### config.mk
export PLATFORM = sky130hd
export DESIGN_NAME = lcd_frame_refresh_serializer_unit_flat
export DESIGN_NICKNAME = d
export VERILOG_FILES = /design/src/hw/rtl/lfrs_pkg.sv /design/src/hw/rtl/lfrs_stream_if.sv /design/src/hw/rtl/lfrs_sequencer.sv /design/src/hw/rtl/lfrs_serializer.sv /design/src/hw/rtl/lcd_frame_refresh_serializer_unit.sv /design/src/flat_wrapper.sv
export SDC_FILE = /design/constraint.sdc
export NUM_CORES = 1
export LEC_CHECK = 0
export ABC_AREA = 0
export BUFFER_PORTS_ARGS = -buffer_cell sky130_fd_sc_hd__buf_2
export CAP_MARGIN = 20
export CORE_ASPECT_RATIO = 1.75
export CORE_MARGIN = 1
export CORE_UTILIZATION = 37
export DETAILED_ROUTE_END_ITERATION = 7
export HOLD_SLACK_MARGIN = 0.06
export PLACE_DENSITY_LB_ADDON = 0.15
export SYNTH_ARGS = -nofsm -noshare
export SYNTH_HDL_FRONTEND = slang
export SYNTH_SLANG_ARGS = --single-unit
### constraint.sdc
create_clock -name clk -period 3.3 [get_ports clk]
set_clock_uncertainty 0.2 [all_clocks]
set_input_delay 0.66 -clock clk [delete_from_list [all_inputs] [get_ports clk]]
set_output_delay 0.66 -clock clk [all_outputs]
set_load 0.03 [all_outputs]
### src/hw/rtl/lfrs_pkg.sv
// Shared types and constants of the LCD frame refresh serializer.
package lfrs_pkg;

  localparam logic [7:0] HDR_COMMAND    = 8'hF8;
  localparam logic [7:0] HDR_DATA       = 8'hFA;
  localparam logic [7:0] NIBBLE_MASK    = 8'hF0;
  localparam logic [7:0] ROW_CMD        = 8'h80;
  localparam logic [7:0] COL_CMD_TOP    = 8'h80;
  localparam logic [7:0] COL_CMD_BOTTOM = 8'h88;

  localparam logic [6:0] HALF_ROWS      = 7'd32;
  localparam logic [6:0] MAX_ROWS       = 7'd64;
  localparam logic [6:0] ROWS_RESET     = 7'd64;

  typedef struct packed {
    logic [7:0] pixel_byte;
    logic       frame_restart;
  } in_item_t;

  typedef struct packed {
    logic [7:0] serial_byte;
    logic       last_of_run;
    logic       frame_done;
  } out_item_t;

  // One run of transfers caused by a single input item.
  typedef struct packed {
    logic [7:0] row_cmd;
    logic [7:0] col_cmd;
    logic [7:0] pixel;
    logic       data_only;
    logic       done;
  } run_t;

  // Handshake between the sequencer and the serializer.
  typedef struct packed {
    logic load;
  } run_hs_t;

  typedef enum logic [1:0] {
    XF_ROW,
    XF_COL,
    XF_DATA
  } xfer_t;

  typedef enum logic [1:0] {
    PH_HEADER,
    PH_HIGH,
    PH_LOW
  } phase_t;

endpackage

### src/hw/rtl/lfrs_stream_if.sv
// Valid/ready stream channel with a typed payload.
interface lfrs_stream_if #(
  parameter type payload_t = logic
);
  logic     valid;
  logic     ready;
  payload_t payload;

  modport source (output valid, output payload, input ready);
  modport sink   (input valid, input payload, output ready);
endinterface

### src/hw/rtl/lfrs_sequencer.sv
// Row, column and pair tracking; builds the transfer run for each input item.
module lfrs_sequencer #(
  parameter int COLUMN_WORDS = 8
) (
  input  logic            clk,
  input  logic            rst_n,
  input  logic            cfg_we,
  input  logic [6:0]      cfg_data,
  lfrs_stream_if.sink     in_chan,
  input  logic            run_ready,
  output lfrs_pkg::run_hs_t run_hs,
  output lfrs_pkg::run_t  run_nxt
);
  import lfrs_pkg::*;

  localparam int COL_W = (COLUMN_WORDS > 1) ? $clog2(COLUMN_WORDS) : 1;
  localparam logic [COL_W-1:0] COL_LAST = COL_W'(COLUMN_WORDS - 1);

  logic [6:0]       rows_in_use_r;
  logic [5:0]       row_r, row_nxt;
  logic [COL_W-1:0] col_r, col_nxt;
  logic             second_r, second_nxt;

  logic             accept;
  logic [5:0]       row_cur;
  logic [COL_W-1:0] col_cur;
  logic             second_cur;
  logic [6:0]       limit;
  logic [5:0]       row_inc;
  logic             top_half;
  logic             done;

  assign accept        = in_chan.valid && run_ready;
  assign in_chan.ready = run_ready;
  assign run_hs.load   = accept;

  always_comb begin
    // A restart clears the position before this item is handled.
    row_cur    = in_chan.payload.frame_restart ? 6'd0 : row_r;
    col_cur    = in_chan.payload.frame_restart ? '0 : col_r;
    second_cur = in_chan.payload.frame_restart ? 1'b0 : second_r;

    if (rows_in_use_r == 7'd0) begin
      limit = 7'd1;
    end else if (rows_in_use_r > MAX_ROWS) begin
      limit = MAX_ROWS;
    end else begin
      limit = rows_in_use_r;
    end

    top_half = {1'b0, row_cur} < HALF_ROWS;
    row_inc  = row_cur + 6'd1;

    row_nxt    = row_cur;
    col_nxt    = col_cur;
    second_nxt = ~second_cur;
    done       = 1'b0;
    if (second_cur) begin
      if (col_cur == COL_LAST) begin
        col_nxt = '0;
        if (row_inc == 6'd0 || {1'b0, row_inc} >= limit) begin
          row_nxt = 6'd0;
          done    = 1'b1;
        end else begin
          row_nxt = row_inc;
        end
      end else begin
        col_nxt = col_cur + COL_W'(1);
      end
    end

    run_nxt.row_cmd   = top_half ? (ROW_CMD | {2'b00, row_cur})
                                 : (ROW_CMD | ({2'b00, row_cur} - {1'b0, HALF_ROWS}));
    run_nxt.col_cmd   = (top_half ? COL_CMD_TOP : COL_CMD_BOTTOM) | 8'(col_cur);
    run_nxt.pixel     = in_chan.payload.pixel_byte;
    run_nxt.data_only = second_cur;
    run_nxt.done      = done;
  end

  always_ff @(posedge clk) begin
    if (!rst_n) begin
      rows_in_use_r <= ROWS_RESET;
      row_r         <= 6'd0;
      col_r         <= '0;
      second_r      <= 1'b0;
    end else begin
      if (cfg_we) begin
        rows_in_use_r <= cfg_data;
      end
      if (accept) begin
        row_r    <= row_nxt;
        col_r    <= col_nxt;
        second_r <= second_nxt;
      end
    end
  end

  a_col_in_range: assert property (@(posedge clk) disable iff (!rst_n)
    {1'b0, col_r} <= {1'b0, COL_LAST})
    else $error("column counter beyond the row width");

  a_pair_toggles: assert property (@(posedge clk) disable iff (!rst_n)
    accept && !in_chan.payload.frame_restart |=> second_r != $past(second_r))
    else $error("pair position did not advance on an accepted item");

  a_done_wraps: assert property (@(posedge clk) disable iff (!rst_n)
    accept && done |=> row_r == 6'd0 && col_r == '0 && !second_r)
    else $error("frame end did not return to the first position");

endmodule

### src/hw/rtl/lfrs_serializer.sv
// Run register and byte sequencer that emits three-byte transfers one at a time.
module lfrs_serializer (
  input  logic             clk,
  input  logic             rst_n,
  input  lfrs_pkg::run_hs_t run_hs,
  input  lfrs_pkg::run_t   run_nxt,
  output logic             run_ready,
  lfrs_stream_if.source    out_chan
);
  import lfrs_pkg::*;

  run_t   run_r;
  logic   run_valid_r;
  xfer_t  xfer_r;
  phase_t phase_r;

  logic       last;
  logic       take;
  logic [7:0] value;
  logic [7:0] byte_out;

  assign last      = (xfer_r == XF_DATA) && (phase_r == PH_LOW);
  assign take      = run_valid_r && out_chan.ready;
  // The next run may load in the cycle the current one hands over its last byte.
  assign run_ready = !run_valid_r || (out_chan.ready && last);

  always_comb begin
    unique case (xfer_r)
      XF_ROW:  value = run_r.row_cmd;
      XF_COL:  value = run_r.col_cmd;
      XF_DATA: value = run_r.pixel;
      default: value = run_r.pixel;
    endcase
    unique case (phase_r)
      PH_HEADER: byte_out = (xfer_r == XF_DATA) ? HDR_DATA : HDR_COMMAND;
      PH_HIGH:   byte_out = value & NIBBLE_MASK;
      PH_LOW:    byte_out = {value[3:0], 4'h0};
      default:   byte_out = HDR_COMMAND;
    endcase
  end

  assign out_chan.valid               = run_valid_r;
  assign out_chan.payload.serial_byte = byte_out;
  assign out_chan.payload.last_of_run = last;
  assign out_chan.payload.frame_done  = last && run_r.done;

  always_ff @(posedge clk) begin
    if (run_hs.load) begin
      run_r <= run_nxt;
    end
  end

  always_ff @(posedge clk) begin
    if (!rst_n) begin
      run_valid_r <= 1'b0;
      xfer_r      <= XF_ROW;
      phase_r     <= PH_HEADER;
    end else if (run_hs.load) begin
      run_valid_r <= 1'b1;
      xfer_r      <= run_nxt.data_only ? XF_DATA : XF_ROW;
      phase_r     <= PH_HEADER;
    end else if (take) begin
      if (last) begin
        run_valid_r <= 1'b0;
      end else begin
        unique case (phase_r)
          PH_HEADER: phase_r <= PH_HIGH;
          PH_HIGH:   phase_r <= PH_LOW;
          PH_LOW: begin
            phase_r <= PH_HEADER;
            xfer_r  <= (xfer_r == XF_ROW) ? XF_COL : XF_DATA;
          end
          default:   phase_r <= PH_HEADER;
        endcase
      end
    end
  end

  a_drain_empties: assert property (@(posedge clk) disable iff (!rst_n)
    take && last && !run_hs.load |=> !run_valid_r)
    else $error("run register still full after its last byte");

  a_short_run_data: assert property (@(posedge clk) disable iff (!rst_n)
    run_valid_r && run_r.data_only |-> xfer_r == XF_DATA)
    else $error("second byte of a pair sent commands");

  a_load_when_free: assert property (@(posedge clk) disable iff (!rst_n)
    run_hs.load |-> !run_valid_r || (take && last))
    else $error("run loaded over bytes not yet sent");

  a_hold_on_stall: assert property (@(posedge clk) disable iff (!rst_n)
    run_valid_r && !out_chan.ready |=> $stable(xfer_r) && $stable(phase_r))
    else $error("byte position moved while the output stalled");

endmodule

### src/hw/rtl/lcd_frame_refresh_serializer_unit.sv
// Top level of the LCD frame refresh serializer.
// Latency: the first serial byte of an item is offered the cycle after the item is accepted.
// Throughput: one serial byte per cycle while out_chan is ready, set by the single output
// byte lane; the first item of a pair gives nine serial bytes and the second three.
// The next item is accepted in the cycle that the last byte of the current run is taken.
// Reset (synchronous, active low) clears row, column and pair position and sets rows_in_use to 64.
module lcd_frame_refresh_serializer_unit #(
  parameter int COLUMN_WORDS = 8
) (
  input  logic          clk,
  input  logic          rst_n,
  input  logic          cfg_we,
  input  logic [6:0]    cfg_data,
  lfrs_stream_if.sink   in_chan,
  lfrs_stream_if.source out_chan
);
  import lfrs_pkg::*;

  run_hs_t run_hs;
  run_t    run_nxt;
  logic    run_ready;

  lfrs_sequencer #(
    .COLUMN_WORDS (COLUMN_WORDS)
  ) u_sequencer (
    .clk       (clk),
    .rst_n     (rst_n),
    .cfg_we    (cfg_we),
    .cfg_data  (cfg_data),
    .in_chan   (in_chan),
    .run_ready (run_ready),
    .run_hs    (run_hs),
    .run_nxt   (run_nxt)
  );

  lfrs_serializer u_serializer (
    .clk       (clk),
    .rst_n     (rst_n),
    .run_hs    (run_hs),
    .run_nxt   (run_nxt),
    .run_ready (run_ready),
    .out_chan  (out_chan)
  );

endmodule

### src/flat_wrapper.sv
// flat-port wrapper written by rule: the top's interface ports become plain ports
module lcd_frame_refresh_serializer_unit_flat import lfrs_pkg::*;
#(
  parameter int COLUMN_WORDS = 8
)
  (clk, rst_n, cfg_we, cfg_data, in_chan_valid, in_chan_payload, in_chan_ready, out_chan_valid, out_chan_payload, out_chan_ready);
  lfrs_stream_if #(.payload_t(in_item_t)) in_chan_i ();
  lfrs_stream_if #(.payload_t(out_item_t)) out_chan_i ();
  input  logic clk;
  input  logic rst_n;
  input  logic cfg_we;
  input  logic [6:0] cfg_data;
  input wire logic [$bits(in_chan_i.valid)-1:0] in_chan_valid;
  input wire logic [$bits(in_chan_i.payload)-1:0] in_chan_payload;
  output wire logic [$bits(in_chan_i.ready)-1:0] in_chan_ready;
  output wire logic [$bits(out_chan_i.valid)-1:0] out_chan_valid;
  output wire logic [$bits(out_chan_i.payload)-1:0] out_chan_payload;
  input wire logic [$bits(out_chan_i.ready)-1:0] out_chan_ready;
  assign in_chan_i.valid = in_chan_valid;
  assign in_chan_i.payload = in_chan_payload;
  assign in_chan_ready = in_chan_i.ready;
  assign out_chan_valid = out_chan_i.valid;
  assign out_chan_payload = out_chan_i.payload;
  assign out_chan_i.ready = out_chan_ready;
  lcd_frame_refresh_serializer_unit #(.COLUMN_WORDS(COLUMN_WORDS)) u_core (.clk(clk), .rst_n(rst_n), .cfg_we(cfg_we), .cfg_data(cfg_data), .in_chan(in_chan_i), .out_chan(out_chan_i));
endmodule
### After elaboration in Yosys (flattened, before gate mapping)

Cells that the tools add are included.

* equality and inequality tests: 6
* bitwise logic cells: 4
* mux-type cells: 26
* $add $sub $neg: 3
* order comparisons: 3
* reduce and logical (&&, ||, !) cells: 20

Operators with widths (number)
* $mux W6: 5
* $pmux W8 S3: 1
* $pmux W8 S2: 1
* $mux W2: 7
* $mux W7: 2
* $mux W3: 3
* $or A8 B3 Y8: 1
* $ge A6 B7 Y1: 1
* $gt A7 B7 Y1 const B: 1
* $logic_not A7 Y1: 1
* $sub A6 B6 Y7 const B: 1
* $add A6 B1 Y6 const B: 1
* $logic_not A6 Y1: 1
* $lt A6 B6 Y1 const B: 1
* $reduce_and A2 Y1: 3
* $reduce_bool A2 Y1: 3
* $logic_and A1 B1 Y1: 5
* $mux W1: 5
* $eq A2 B1 Y1 const B: 2
* $eq A2 B2 Y1 const B: 2
* $logic_not A2 Y1: 2
* $mux W4: 1
* $pmux W2 S2: 1
* $add A3 B1 Y3 const B: 1
* 7 further kinds: 10

* bits of input ports: 21
* flip-flop bits (word level): 47
* output and inout bits: 12
* logic and storage cells: 74

### Logic depth before layout (Yosys ltp)

* word-level depth: 8
* mapped depth: 12

### Hierarchy

From an unflattened synthesis, not the netlist that was laid out.

* cells, all modules: 241
* area, all modules: 2542.4 µm²

Modules (own cells, without submodules)
* lfrs_serializer: times used 1, area an instance 1336.3 µm², cells an instance 98
* lfrs_sequencer: times used 1, area an instance 1206.2 µm², cells an instance 143

### Worst setup path before layout

OpenSTA, ideal clock, no wires.

* path type: input port to flip-flop
* start: in in_chan_payload[0]
* end: reg u_core.u_sequencer.row_r[1]
* cell stages on the path: 11
* arrival time: 2.804 ns
* library setup time: 0.061 ns
* setup slack: 0.235 ns
* cell sequence: clkbuf_1 -> nor2b_1 -> ha_1 -> nand3_1 -> xor2_1 -> nor2_1 -> ha_1 -> and4b_1 -> a21oi_1 -> and3_1 -> a32o_1

* word-level cells in the longest chain between the ends: 7
* elaborated cells on any way between the ends: 11
* classes of those cells: 1 x add/sub; 1 x order compare; 1 x eq/ne; 6 x mux; 2 x reduce/logical

Ends and longest elaborated chain
* from (decl): RTL line flat_wrapper.sv:14 `input wire logic [$bits(in_chan_i.payload)-1:0] in_chan_payload;`
* $mux W6: RTL line lfrs_sequencer.sv:39 `row_cur = in_chan.payload.frame_restart ? 6'd0 : row_r;`
* $add A6 B1 Y6: RTL line lfrs_sequencer.sv:52 `row_inc = row_cur + 6'd1;`
* $ge A6 B7 Y1 / $logic_not A6 Y1 (equally long branches): RTL line lfrs_sequencer.sv:61 `if (row_inc == 6'd0 || {1'b0, row_inc} >= limit) begin`
* $logic_or A1 B1 Y1: RTL line lfrs_sequencer.sv:61
* $mux W6: RTL line lfrs_sequencer.sv:61
* $mux W6: RTL line lfrs_sequencer.sv:59 `if (col_cur == COL_LAST) begin`
* $mux W6 *: RTL line lfrs_sequencer.sv:58 `if (second_cur) begin`
* to (signal assigned): RTL line lfrs_sequencer.sv:91 `row_r <= row_nxt;`
* to (decl): RTL line lfrs_sequencer.sv:20 `logic [5:0] row_r, row_nxt;`

Every way passes the cells marked *; elsewhere a longest branch is shown, timed or not.
A chain may end at the register's enable or synchronous reset.

### Worst setup path in the final report

* start: reg u_core.u_sequencer.row_r[0]
* end: reg u_core.u_sequencer.row_r[2]

* word-level cells in the longest chain between the ends: 7
* elaborated cells on any way between the ends: 8
* classes of those cells: 1 x add/sub; 1 x order compare; 4 x mux; 2 x reduce/logical

Ends and longest elaborated chain (RTL line)
* $mux W6 *: lfrs_sequencer.sv:39
* $add A6 B1 Y6 *: lfrs_sequencer.sv:52
* $ge A6 B7 Y1 / $logic_not A6 Y1 (equally long branches): lfrs_sequencer.sv:61
* $logic_or A1 B1 Y1: lfrs_sequencer.sv:61
* $mux W6 *: lfrs_sequencer.sv:61
* $mux W6 *: lfrs_sequencer.sv:59
* $mux W6 *: lfrs_sequencer.sv:58

Marks and branches as above.

==> flow_summary.ini <==
[run_status]
status = complete, no violations

[clocking]
clock_latency_ns = 0.29
cts_made_buffers = 5
ctsResizeCount = 0
cts_setup_buffers = 0
htreeDepth = 2
hold_buffers = 0
clkSlewWorstSetupHoldPaths_ns = 0.08
cts_tree = built
cts_root_buf = clkbuf_8
clockBufferDepth = 2
cts.sinks = 41

[drt]
vias = 1588
ant_nets = 0
vias_per_cell = 4.90
first_pass_iters = 6
dr.first_iter.drc_count = 42
drc_errors = 0
wl_mm = 4.36
wl_per_cell_microns = 13.5

[floorplan]
die_y_microns = 104
row_count = 36
core_area_sq_um = 5630
start_util_pct = 38.7
die_area_sq_um = 6210
die_w_microns = 60
ios = 33

[timing]
maxSlewViolCount = 0
setup_viol_count_final = 0
finalSetupTns_ns = 0
fin_crit_ns = 2.85
fmax_mhz = 350
grt_setup_unrepaired = no
finalHoldViolations = 0
fin_crit_sh_pct = 86.5
fin_ws_ns = 0.446

[global_routing]
gr-usage-all-layers_pct = 15.3
grt_max_degree = 20
grt_pass1_vias = 1576
grt_pass1_wl_mm = 7.12
grt_overflow = 0
antenna_found_initial = 0

[yosys]
synthCells = 218
ys_ff_latch = 41
ys_warn_count = 0
synth_cell_type_count = 40
netlist_area_sq_um = 2180
syn_avg_cell_area_sq_um = 9.99
ys_seq_area_share_pct = 46.4

[critical_path]
reg2reg_depth = 12
reg2reg_from = u_core.u_sequencer.row_r[0]$_SDFFE_PN0P_
r2r-end = u_core.u_sequencer.row_r[2]$_SDFFE_PN0P_
end_kind = flop
startpoint_type = flop
worstSetupPathType = flop to flop
r2r_slack_ns = 0.45
required_ns = 3.29
crit_fanout = 7
crit_arrival_ns = 2.84

[cells_and_area]
diodes = 0
final_nets = 281
mostFrequentLayoutCells = 30 x buf_2, 22 x dfxtp_1, 19 x nand2_1, 19 x nor2b_1, 19 x edfxtp_1
final_common_cell = buf_2
utilization_pct = 44.1
area_growth_pct = 14.1
finalInstanceArea_sq_um = 2480
drive_gt1_share_pct = 17.7
fillerInstances = 589

[pwr]
powerDensity_nw_per_um2 = 427
power.leakage_nw = 1.00
ir_drop_uv = 251
p_total_mw = 1.06

[hold_path]
min-delay-start = u_core.u_sequencer.col_r[2]$_SDFFE_PN0P_
holdPathEnd = u_core.u_sequencer.col_r[2]$_SDFFE_PN0P_
min_path_type = flop to flop
holdPathStages = 2

[placed_design]
gp_congestion = 0.764
place_ws_ns = 0.143
hpwlAfterDp_mm = 3.39
port_buffers = 30
place_area_sq_um = 2370

[job]
max-cap-violations = 0
layer usage:
metal	global-route usage (%)	wire length, microns	vias up
met2	28.2	2420	37
met1	15.3	1680	717
met3	3.12	154	6
met5	0	0	-
li1	-	-	828
met4	7.14	109	0
power by group:
part	total [mW]	internal [mW]	switching (mW)
Sequential	0.565	0.552	0.0134
Clock	0.397	0.223	0.174
Combinational	0.0990	0.0379	0.0611
Total	1.06	0.813	0.249
area by class of cell:
cell class	count	area (sq um)	share of cell area, %
Tap cell	76	95.1	3.83
Timing Repair Buffer	33	173	6.95
Sequential cell	41	1010	40.7
Clock inverter	3	41.3	1.66
Clock buffer	5	68.8	2.77
Inverter	5	18.8	0.755
Multi-Input combinational cell	161	1080	43.4
metrics by stage:
stage / hold slack, ns / cells
after floorplan: 0.251 / 220
after global placement: 0.262 / 316
after detailed placement: 0.277 / 316
after CTS: 0.289 / 324
after global routing: 0.316 / 324
final: 0.282 / 324
how the worst max path moves through the flow:
| stage | from | endpoint | depth (start not counted) |
|---|---|---|---|
| after floorplan | in_chan_payload[0] | u_core.u_sequencer.row_r[1]$_SDFFE_PN0P_ | 11 |
| after global placement | in_chan_payload[0] | u_core.u_sequencer.row_r[2]$_SDFFE_PN0P_ | 12 |
| after detailed placement | in_chan_payload[0] | u_core.u_sequencer.row_r[2]$_SDFFE_PN0P_ | 13 |
| after CTS | u_core.u_sequencer.row_r[0]$_SDFFE_PN0P_ | u_core.u_sequencer.row_r[2]$_SDFFE_PN0P_ | 12 |
| after global routing | u_core.u_sequencer.row_r[0]$_SDFFE_PN0P_ | u_core.u_sequencer.row_r[1]$_SDFFE_PN0P_ | 12 |
| final | u_core.u_sequencer.row_r[0]$_SDFFE_PN0P_ | u_core.u_sequencer.row_r[2]$_SDFFE_PN0P_ | 12 |
critical path, stage by stage (launching register included):
cell,delay [ns]
dfxtp_1,0.45
nor2b_1,0.26
ha_1,0.25
nand3_1,0.11
xor2_1,0.27
nor2_1,0.07
ha_1,0.29
nand3_1,0.07
a21oi_1,0.14
a21oi_1,0.06
buf_4,0.17
and3_1,0.18
a32o_1,0.25
cell families after synthesis:
| group | synth area share (%) |
|---|---|
| AO/OA/AOI/OAI | 14.1 |
| XOR/XNOR | 1.21 |
| adder cells (fa/ha/maj) | 7.47 |
| buffers and inverters | 4.48 |
| flip-flops | 46.4 |
| multiplexers | 4.65 |
| other | 0.172 |
| AND/OR/NAND/NOR | 21.5 |
synth_stat cells:
library cell / n / share of area, %
a21bo_1: 1 / 0.46
a21boi_0: 4 / 1.4
a21oi_1: 14 / 3.2
a22o_1: 2 / 0.80
a22oi_2: 1 / 0.57
a31oi_1: 1 / 0.29
a32o_1: 2 / 0.92
a32oi_1: 2 / 0.80
and2_1: 2 / 0.57
and2b_1: 1 / 0.34
and3_1: 5 / 1.4
and3b_1: 1 / 0.40
and4b_1: 1 / 0.46
buf_4: 4 / 1.4
buf_6: 2 / 1.0
clkbuf_1: 7 / 1.2
clkinv_1: 1 / 0.17
conb_1: 1 / 0.17
dfxtp_1: 22 / 20
edfxtp_1: 19 / 26
ha_1: 13 / 7.5
inv_1: 4 / 0.69
mux2_2: 1 / 0.52
mux2i_1: 9 / 4.1
nand2_1: 19 / 3.3
nand2b_1: 6 / 1.7
nand3_1: 12 / 2.8
nand4_1: 3 / 0.86
nand4b_4: 1 / 1.1
nor2_1: 12 / 2.1
nor2b_1: 19 / 5.5
nor3_1: 2 / 0.46
nor3b_1: 1 / 0.34
o211a_1: 2 / 0.92
o211ai_1: 2 / 0.69
o21a_4: 1 / 0.69
o21ai_0: 13 / 3.0
o31ai_1: 1 / 0.34
or3_1: 1 / 0.29
xor2_1: 3 / 1.2
registers in the layout, summed over array words and instances (netlist names):
name and flops:
u_core.u_serializer.xfer_r 2, u_core.u_sequencer.col_r 3, u_core.u_sequencer.row_r 6, u_core.u_sequencer.rows_in_use_r 7, u_core.u_serializer.run_r 19, u_core.u_serializer.out_chan.valid 1
u_core.u_serializer.phase_r 2, u_core.u_sequencer.second_r 1
Power figures use the tool's default switching activity.
